--- src/rtl/ppa_pkg.sv ---
// Shared types and constants for the path particle advance block.
package ppa_pkg;
  localparam int SEG_AW   = 16;
  localparam int NODE_AW  = 16;
  localparam int MAX_HOPS = 1024;
  localparam int HOP_W    = $clog2(MAX_HOPS + 1);
  localparam int REM_W    = 48;
  localparam int POS_W    = 17;
  localparam logic [POS_W-1:0] POS_ONE = POS_W'(65536);

  localparam logic [1:0] REQ_SEG  = 2'd0;
  localparam logic [1:0] REQ_NODE = 2'd1;
  localparam logic [1:0] REQ_ADV  = 2'd2;

  localparam logic [1:0] FAULT_NONE  = 2'd0;
  localparam logic [1:0] FAULT_ZERO  = 2'd1;
  localparam logic [1:0] FAULT_HOPS  = 2'd2;

  typedef struct packed {
    logic              has_next;
    logic [SEG_AW-1:0] next_seg;
    logic [NODE_AW-1:0] start_node;
    logic [NODE_AW-1:0] end_node;
    logic              outlet;
    logic [31:0]       seg_time;
  } seg_ent_t;

  typedef struct packed {
    logic signed [31:0] x;
    logic signed [31:0] y;
  } node_ent_t;
endpackage

--- src/rtl/ppa_div.sv ---
// Restoring divider, one quotient bit per cycle.
module ppa_div
  import ppa_pkg::*;
(
  input  logic             clk,
  input  logic             rst_n,
  input  logic             start,
  input  logic [REM_W-1:0] dividend,
  input  logic [31:0]      divisor,
  output logic             done,
  output logic [REM_W-1:0] quotient
);
  localparam int CNT_W = $clog2(REM_W + 1);

  logic [REM_W-1:0] quo_r, quo_nxt;
  logic [32:0]      rem_r, rem_nxt;
  logic [31:0]      dvs_r;
  logic [CNT_W-1:0] cnt_r, cnt_nxt;
  logic             busy_r, busy_nxt, done_r, done_nxt;
  logic [32:0]      trial;
  logic [33:0]      diff;

  always_comb begin
    trial    = {rem_r[31:0], quo_r[REM_W-1]};
    diff     = {1'b0, trial} - {2'b00, dvs_r};
    quo_nxt  = quo_r;
    rem_nxt  = rem_r;
    cnt_nxt  = cnt_r;
    busy_nxt = busy_r;
    done_nxt = 1'b0;
    if (start) begin
      quo_nxt  = dividend;
      rem_nxt  = '0;
      cnt_nxt  = CNT_W'(REM_W);
      busy_nxt = 1'b1;
    end else if (busy_r) begin
      if (!diff[33]) begin
        rem_nxt = diff[32:0];
        quo_nxt = {quo_r[REM_W-2:0], 1'b1};
      end else begin
        rem_nxt = trial;
        quo_nxt = {quo_r[REM_W-2:0], 1'b0};
      end
      cnt_nxt = cnt_r - 1'b1;
      if (cnt_r == CNT_W'(1)) begin
        busy_nxt = 1'b0;
        done_nxt = 1'b1;
      end
    end
  end

  always_ff @(posedge clk) begin
    if (!rst_n) begin
      busy_r <= 1'b0;
      done_r <= 1'b0;
      cnt_r  <= '0;
    end else begin
      busy_r <= busy_nxt;
      done_r <= done_nxt;
      cnt_r  <= cnt_nxt;
    end
  end

  always_ff @(posedge clk) begin
    quo_r <= quo_nxt;
    rem_r <= rem_nxt;
    if (start) begin
      dvs_r <= divisor;
    end
  end

  assign done     = done_r;
  assign quotient = quo_r;
endmodule
--- config.mk ---
export PLATFORM = sky130hd
export DESIGN_NAME = ppa_div
export DESIGN_NICKNAME = d
export VERILOG_FILES = /design/src/rtl/ppa_pkg.sv /design/src/rtl/ppa_div.sv
export SDC_FILE = /design/constraint.sdc
export NUM_CORES = 1
export LEC_CHECK = 0
export ABC_AREA = 1
export BUFFER_PORTS_ARGS = -buffer_cell sky130_fd_sc_hd__clkbuf_2
export CAP_MARGIN = 20
export CORE_ASPECT_RATIO = 1.2
export CORE_UTILIZATION = 50
export CTS_BUF_LIST = sky130_fd_sc_hd__clkbuf_8 sky130_fd_sc_hd__clkbuf_16
export CTS_CLUSTER_DIAMETER = 200
export CTS_CLUSTER_SIZE = 16
export DETAILED_ROUTE_END_ITERATION = 16
export PLACE_DENSITY_LB_ADDON = 0.2
export SLEW_MARGIN = 20
export SYNTH_ARGS = -nofsm -noshare
export SYNTH_HDL_FRONTEND = slang
export SYNTH_SLANG_ARGS = --single-unit
--- constraint.sdc ---
create_clock -name clk -period 3.6 [get_ports clk]
set_clock_uncertainty 0.1 [all_clocks]
set_input_delay 0.72 -clock clk [delete_from_list [all_inputs] [get_ports clk]]
set_output_delay 0.72 -clock clk [all_outputs]
set_load 0.03 [all_outputs]
==> flow_summary.toml, run 1 <==
[synthesis]
ys_warn_count = 0
postSynthCellCount = 1062
synth-seq-area-share_pct = 42.3
synth_nets = 1180
ys_types = 37
yosys-top-cells-area = "edfxtp_1 (32%), nand2_1 (23%), dfxtp_1 (11%)"
synth.ff_latch_count = 120
yosysTopAreaCell = "edfxtp_1"
async_flop_share_pct = 0
syn_area_mm2 = 0.00756
synth_most_common_cell = "nand2_1"
synth_top_area_share_pct = 31.8
ys.flop_type = "edfxtp_1"
yosys-top-cells-count = "nand2_1 (458), inv_1 (187), edfxtp_1 (80)"
synth-edff-count = 80
syn_area_per_cell_um2 = 7.12

[critical_path]
startpoint_type = "flip-flop"
slowest_delay_ps = 410
endpoint_kind = "flip-flop"
path_buf_inv = 2
crit_family = "simple AND/OR/NAND/NOR gates"
path_max_fanout = 32
crit_top_cell = "nand2_1"
crit_slowest_cell = "nor2_4"
worstPathRequired_ps = 3860
cp_data_arrival_time_ps = 2850
crit_type = "reg2reg"
worstPathCellList = "inv_1 -> ha_1 -> nand2_1 -> inv_2 -> nand2_1 -> nand3_2 -> a21oi_2 -> nor2_2 -> nor2_4 -> nand2_4 -> nand2_1 -> nand3_1 -> nand2_1"

[die]
io_pins = 132
core_area_mm2 = 0.0146
initial_core_util_pct = 51.8
die-area_mm2 = 0.0156
num_rows = 48
die_w_um = 114
die_h_um = 137

[timing]
timing.slew.headroom_pct = 38.3
finalSetupTns_ps = 0
fmax_ghz = 0.387
worst_pin_slew_ps = 924
fin_crit_sh_pct = 71.8
setup_viol = 0
hold_slack_ps = 370
rsz0062_at_grt = "no"
post-route-min-period_ps = 2580
drv_slew = 0
hold_viol_final = 0

[status]
status = "completed"

[detailed_routing]
drt_first_iter_violations = 384
via_per_inst = 4.84
drc = 0
routedWlPerCell_um = 13.3
num_vias = 6822
ant_nets = 0
drt_pass1_iterations = 5
routed_wl_um = 18800

[clock_network]
post_cts_resized = 0
tritoncts = "yes"
cts.htree.levels = 4
cts_buffers = 17
cts_setup_buffers = 0
cts_hold_buf = 0
clock-sinks = 120
clkLatencyLatePin_ps = 420
clkTransAtPathRegs_ps = 60
cts-root-buf = "clkbuf_16"
clockBufferDepth = 2

[placement]
numPortBuffers = 131
gp_congestion = 0.966
place_hpwl_um = 14400
place_area_mm2 = 0.00839

[layout]
syn_to_final_growth_pct = 19.1
fillCellCount = 1371
layout-drive-gt1-share_pct = 16.6
final_area_mm2 = 0.00901
nNetsFinal = 1314
diodes = 0

[pwr]
totalPowerFinal_uw = 3960
max-vdd-ir-drop_mv = 0.293
p_leak_uw = 0.00497
powerDensity_mw_per_mm2 = 440

[grt]
grt_pass1_wl_um = 30900
grt_pass1_vias = 6472
grt_max_degree = 54
antenna_found_initial = 0
gr-usage-all-layers_pct = 25.9
grt-ovfl-total = 0

[job]
drv_cap = 0

[min_path]
hold_class = "reg2reg"
==> power by group <==
group | leakage (uW) | internal [uW] | switching [uW]
clock network | 0.000300 | 1160 | 655
logic | 0.00354 | 163 | 357
registers | 0.00113 | 1580 | 46.9
total | 0.00497 | 2910 | 1060
==> cells in the final DEF, fill, tap and decap left out, types with 5 or more instances in the layout <==
cell and count:
o21ai_1 11, inv_2 5, nor2_1 44, buf_4 9, a21oi_1 15, nor3_1 6
nand2_1 458, xnor2_1 14, inv_1 186, clkbuf_2 130, dfxtp_1 40, nand3b_1 13
ha_1 34, nand3_2 10, clkbuf_16 17, nand3_1 77, nand4_1 9, nand2_2 5
edfxtp_1 80
==> worst register-to-register path, cell delays in order, from the launching register on <==
cell and delay [ps]:
edfxtp_1 360, inv_1 80, ha_1 290, nand2_1 130, inv_2 50, nand2_1 80, nand3_2 80, a21oi_2 170
nor2_2 70, nor2_4 410, nand2_4 380, nand2_1 170, nand3_1 90, nand2_1 90
==> metrics by stage <==
step	worst slack (ps)	cells	utilization [%]
after floorplan	674	1062	-
after global placement	1110	1377	57.5
after detailed placement	1030	1377	57.5
after CTS	1010	1409	61.7
after global routing	778	1409	61.7
final	1020	1409	61.7
==> registers in the layout, indices dropped and copies added (netlist names) <==
name      flops
done          1
quotient     48
dvs_r        32
rem_r        32
busy_r        1
cnt_r         6
==> metal layers <==
metal | GRT usage (%) | vias up | wire length [um]
li1 | - | 3553 | -
met1 | 31.3 | 3063 | 8170
met2 | 45.3 | 188 | 9130
met3 | 6.86 | 18 | 1270
met4 | 7.36 | 0 | 242
met5 | 0 | - | 0
==> final timing paths <==
kind                            cells after the start                endpoint  slack [ps]                    from
worst min register to register                      2  rem_r[30]$_SDFFE_PP0P_         370  rem_r[30]$_SDFFE_PP0P_
worst min-delay path                                2  rem_r[30]$_SDFFE_PP0P_         370  rem_r[30]$_SDFFE_PP0P_
worst max-delay path                               13  rem_r[17]$_SDFFE_PP0P_        1020     dvs_r[24]$_DFFE_PP_
worst max register to register                     13  rem_r[17]$_SDFFE_PP0P_        1020     dvs_r[24]$_DFFE_PP_
==> area by class of cell <==
class                      instances  area, um2  share of cell area, %
inverter                         192        721                   8.00
multi-input combinational        725       3490                   38.7
timing repair buffer             140        723                   8.03
clock buffer                      17        425                   4.72
clock inverter                    15        196                   2.18
sequential                       120       3200                   35.6
tap                              200        250                   2.78
==> cell families after synthesis <==
| kind of cell | share of synthesized area, % |
|---|---|
| buffers and inverters | 11.6 |
| adder cells (fa/ha/maj) | 5.89 |
| XOR/XNOR | 1.85 |
| flip-flops | 42.3 |
| AO/OA/AOI/OAI | 2.89 |
| AND/OR/NAND/NOR | 35.5 |
Note: power is estimated with default switching activity, not from simulation.
==> run 2, diff against run 1 <==
clock period = 2.2 ns   (was 3.6 ns; I/O delays follow)
==> flow_summary.toml, run 2 (synthesis gave the netlist of run 1 again) <==
[status]
status = "completed"

[detailed_routing]
drt_pass1_iterations = 5
ant_nets = 0
via_per_inst = 4.88
num_vias = 7106
drc = 0
drt_first_iter_violations = 453
routed_wl_um = 20600
routedWlPerCell_um = 14.2

[grt]
grt_pass1_wl_um = 32000
gr-usage-all-layers_pct = 26.8
grt_use_met1_pct = 31.9
grt.met3_usage_pct = 7.13
antenna_found_initial = 0
gr-usage-met2_pct = 47.3
grt_pass1_vias = 6698
busiest_layer = "met2"
grt-ovfl-total = 0
grt_max_degree = 54

[die]
io_pins = 132
die_w_um = 114
core_area_mm2 = 0.0146
initial_core_util_pct = 51.8
die-area_mm2 = 0.0156
num_rows = 48
die_h_um = 137

[min_path]
whs_path_depth = 1
hold_class = "in2reg"

[critical_path]
crit_top_cell = "nand2_1"
worstPathRequired_ps = 2410
crit_slowest_cell = "edfxtp_1"
r2r_cells = 17
startpoint_type = "flip-flop"
cp_data_arrival_time_ps = 2370
path_max_fanout = 6
worstPathCellList = "inv_1 -> ha_4 -> nand2_1 -> nand2_1 -> nand2_1 -> nand2_1 -> nand2_1 -> nand3_2 -> nand2_2 -> nand2_2 -> nand2_4 -> buf_4 -> nand3_1 -> nand2_1 -> inv_1 -> nand2_1 -> nand2_1"
slowest_delay_ps = 350
endpoint_kind = "flip-flop"
crit_type = "reg2reg"

[placement]
dp_cells = 1408
numPortBuffers = 131
gp_congestion = 0.988
place_hpwl_um = 14700

[clock_network]
clkLatencyLatePin_ps = 430
cts-root-buf = "clkbuf_16"
cts_hold_buf = 0
cts_buffers = 17
clock-sinks = 120
clockBufferDepth = 2
tritoncts = "yes"
clkTransAtPathRegs_ps = 60
cts.htree.levels = 4

[pwr]
powerDensity_mw_per_mm2 = 644
p_leak_uw = 0.00527
combPwrFrac_pct = 15.7
p_clk_share_pct = 42.7
max-vdd-ir-drop_mv = 0.496
p_sw_uw = 1800
swShare_pct = 28.1
power_frac_seq_pct = 41.6
p_int_uw = 4620

[timing]
timing.slew.headroom_pct = 64.0
rsz0062_at_grt = "yes"
finalSetupTns_ps = 0
post-route-min-period_ps = 2160
drv_slew = 0
hold_viol_final = 0
setup_viol = 0
fmax_ghz = 0.463
worst_pin_slew_ps = 541
fin_crit_sh_pct = 98.2

[job]
drv_cap = 0

[layout]
diodes = 0
final_cell_mix = "nand2_1 (431), inv_1 (173), clkbuf_2 (130)"
layout-drive-gt1-share_pct = 27.3
final_common_cell = "nand2_1"
utilization_pct = 68.4
largest_reg_flops = 48
final_cells = 1457
syn_to_final_growth_pct = 32.0
nNetsFinal = 1362
-- run 2: power by group through the flow --
stage,Sequential [uW],Clock (uW),Combinational [uW]
2_1_floorplan,2890,0,383
6_report,2670,2740,1010
3_5_place_dp,2710,0,900
5_1_grt,2690,2870,1100
4_1_cts,2670,2780,909
3_3_place_gp,2710,0,889
-- run 2: worst paths after layout --
check	start	end	slack [ps]
max	dvs_r[2]$_DFFE_PP_	rem_r[30]$_SDFFE_PP0P_	40
min	divisor[22]	dvs_r[22]$_DFFE_PP_	90
max reg2reg	dvs_r[2]$_DFFE_PP_	rem_r[30]$_SDFFE_PP0P_	40
min reg2reg	rem_r[29]$_SDFFE_PP0P_	rem_r[29]$_SDFFE_PP0P_	370
-- run 2: area by class of cell --
type,count,area [um2]
clock buffer,17,425
tap,200,250
multi-input combinational,725,4000
fill,1220,4610
inverter,192,721
clock inverter,15,155
timing repair buffer,188,1230
sequential,120,3200
-- run 2: through the flow --
step | power, uW | area [um2] | hold slack (ps) | worst slack (ps)
floorplan | 3270 | 7570 | 344 | 18.5
global placement | 3600 | 8700 | 364 | -54.8
detailed placement | 3610 | 8700 | 364 | -75.9
CTS | 6360 | 9320 | 71.4 | 16.6
global route | 6660 | 9980 | 74.8 | -81.7
finish | 6430 | 9980 | 88.0 | 38.7
-- run 2: critical path: cells and delay by family (launching register included) --
family                     cells  cell delay, ps
buffers and inverters          3             310
and+or+nand+nor               13            1070
adders and majority gates      1             220
DFF                            1             350
-- run 2: metal layers --
| layer | wire length (um) | up-vias |
|---|---|---|
| met5 | 0 | - |
| met4 | 410 | 0 |
| met3 | 1250 | 28 |
| met2 | 10300 | 210 |
| met1 | 8710 | 3220 |
| li1 | - | 3648 |
-- run 2: timing repair --
action,CTS,global route
pin swaps,2,25
resized for setup,2,107
endpoints found under the hold margin,0,0
endpoints found under the setup margin,2,33
gates cloned,0,1
buffers inserted,4,12
==> run 3, diff against run 2 <==
BUFFER_PORTS_ARGS = default   (was -buffer_cell sky130_fd_sc_hd__clkbuf_2)
DONT_BUFFER_PORTS = 1   (was default)
==> flow_summary.toml, run 3 (synthesis gave the netlist of run 1 again) <==
[layout]
syn_to_final_growth_pct = 26.7
diodes = 0
final_cell_mix = "nand2_1 (439), inv_1 (181), edfxtp_1 (80)"
final_cells = 1352
largest_reg_flops = 48
nNetsFinal = 1257
final_common_cell = "nand2_1"
layout-drive-gt1-share_pct = 15.7
fillCellCount = 1253

[clock_network]
clkLatencyLatePin_ps = 420
cts.htree.levels = 4
tritoncts = "yes"
clockBufferDepth = 2
cts_buffers = 17
cts-root-buf = "clkbuf_16"
clkTransAtPathRegs_ps = 60
clock-sinks = 120

[detailed_routing]
drc = 0
drt_first_iter_violations = 421
routedWlPerCell_um = 14.7
drt_pass1_iterations = 5
routed_wl_um = 19800
via_per_inst = 5.00
num_vias = 6758
ant_nets = 0

[critical_path]
path_max_fanout = 9
cp_data_arrival_time_ps = 2330
rr_startpoint = "dvs_r[6]$_DFFE_PP_"
worstPathRequired_ps = 2400
timing.rr.end = "rem_r[1]$_SDFFE_PP0P_"
endpoint_kind = "flip-flop"
ff2ff_setup_slack_ps = 70
r2r_cells = 14
startpoint_type = "flip-flop"
crit_type = "reg2reg"

[min_path]
hp-start = "start"
whs_path_depth = 0
hold_class = "in2reg"
hold_path_end = "dvs_r[5]$_DFFE_PP_"

[placement]
pre_cts_ws_ps = -58.5
numPortBuffers = 0
gp_congestion = 0.936
place_hpwl_um = 13900
dp_cells = 1273

[pwr]
p_leak_uw = 0.00481
max-vdd-ir-drop_mv = 0.701
powerDensity_mw_per_mm2 = 662

[timing]
drv_slew = 0
timing.final.ws_setup_ps = 68.8
fin_crit_sh_pct = 96.9
rsz0062_at_grt = "yes"
hold_slack_ps = 26.8
post-route-min-period_ps = 2130
worst_pin_slew_ps = 792
setup_viol = 0
hold_viol_final = 0
fmax_ghz = 0.469
timing.slew.headroom_pct = 46.9
finalSetupTns_ps = 0

[die]
die_h_um = 137
die_w_um = 114
core_area_mm2 = 0.0146
num_rows = 48
io_pins = 132
die-area_mm2 = 0.0156
initial_core_util_pct = 51.8

[grt]
grt_max_degree = 83
grt_pass1_wl_um = 30700
grt_pass1_vias = 6416
antenna_found_initial = 0
grt-ovfl-total = 0
gr-usage-all-layers_pct = 25.7

[status]
status = "completed"

[job]
drv_cap = 0
==> run 3: cell count changes in the layout (fill, tap and decap cells not counted), sizes merged <==
cell,change
clkbuf,-127
inv,+5
clkinvlp,+1
dlygate4sd3,+32
clkinv,-6
buf,-10
==> run 3: worst max path at each step <==
stage / from / endpoint / cells after the start
3_5_place_dp: quotient[47]$_DFFE_PP_ / rem_r[30]$_SDFFE_PP0P_ / 15
4_1_cts: dvs_r[18]$_DFFE_PP_ / rem_r[17]$_SDFFE_PP0P_ / 13
5_1_grt: dvs_r[17]$_DFFE_PP_ / rem_r[1]$_SDFFE_PP0P_ / 12
3_3_place_gp: quotient[47]$_DFFE_PP_ / rem_r[30]$_SDFFE_PP0P_ / 15
2_1_floorplan: quotient[47]$_DFFE_PP_ / rem_r[30]$_SDFFE_PP0P_ / 15
6_report: dvs_r[6]$_DFFE_PP_ / rem_r[1]$_SDFFE_PP0P_ / 14
==> run 3: power by group <==
part           internal, uW  switching, uW
clock                  1690           1120
combinational           281            380
sequential             2600            272
total                  4570           1770
==> run 3: repair_timing <==
| item | in CTS | in global routing |
|---|---|---|
| setup endpoints to repair | 11 | 33 |
| hold buffers | 32 | 0 |
| endpoints found under the hold margin | 32 | 0 |
| pin swaps | 0 | 19 |
| cloned | 0 | 4 |
| resized for setup | 6 | 87 |
| buffers inserted | 2 | 9 |
==> run 3: through the flow <==
stage | instance area (um2) | util [%] | power [uW]
final | 9580 | 65.6 | 6340
after global routing | 9580 | 65.6 | 6560
after CTS | 8940 | 61.2 | 6280
after detailed placement | 7990 | 54.8 | 3430
after global placement | 7990 | 54.8 | 3430
after floorplan | 7570 | - | 3270
==> run 3: routing by layer <==
layer | track usage, % | vias to the layer above | part of all wire (%)
met4 | 9.45 | 0 | 2.5
met2 | 44.2 | 233 | 49
met3 | 7.40 | 31 | 7.0
li1 | - | 3453 | -
met1 | 30.5 | 3041 | 42
met5 | 0 | - | 0
==> run 3: worst max-delay path: stages (launching register included) <==
cell      delay [ps]
edfxtp_1         330
inv_1             60
ha_4             290
nand2_1          100
nor2_2           190
nand3_2          100
nand3_2          100
nand2_2           70
nand2_4           90
nand2_8           90
nand2_8          130
buf_12           150
nand2_1           60
nand3_1           60
o21ai_0           80
==> run 3: cell type report <==
cell class | count | area, um2 | area share [%]
multi-input combinational | 725 | 3930 | 41.0
sequential | 120 | 3200 | 33.4
timing repair buffer | 83 | 883 | 9.22
inverter | 192 | 721 | 7.52
clock buffer | 17 | 425 | 4.44
tap | 200 | 250 | 2.61
clock inverter | 15 | 168 | 1.75
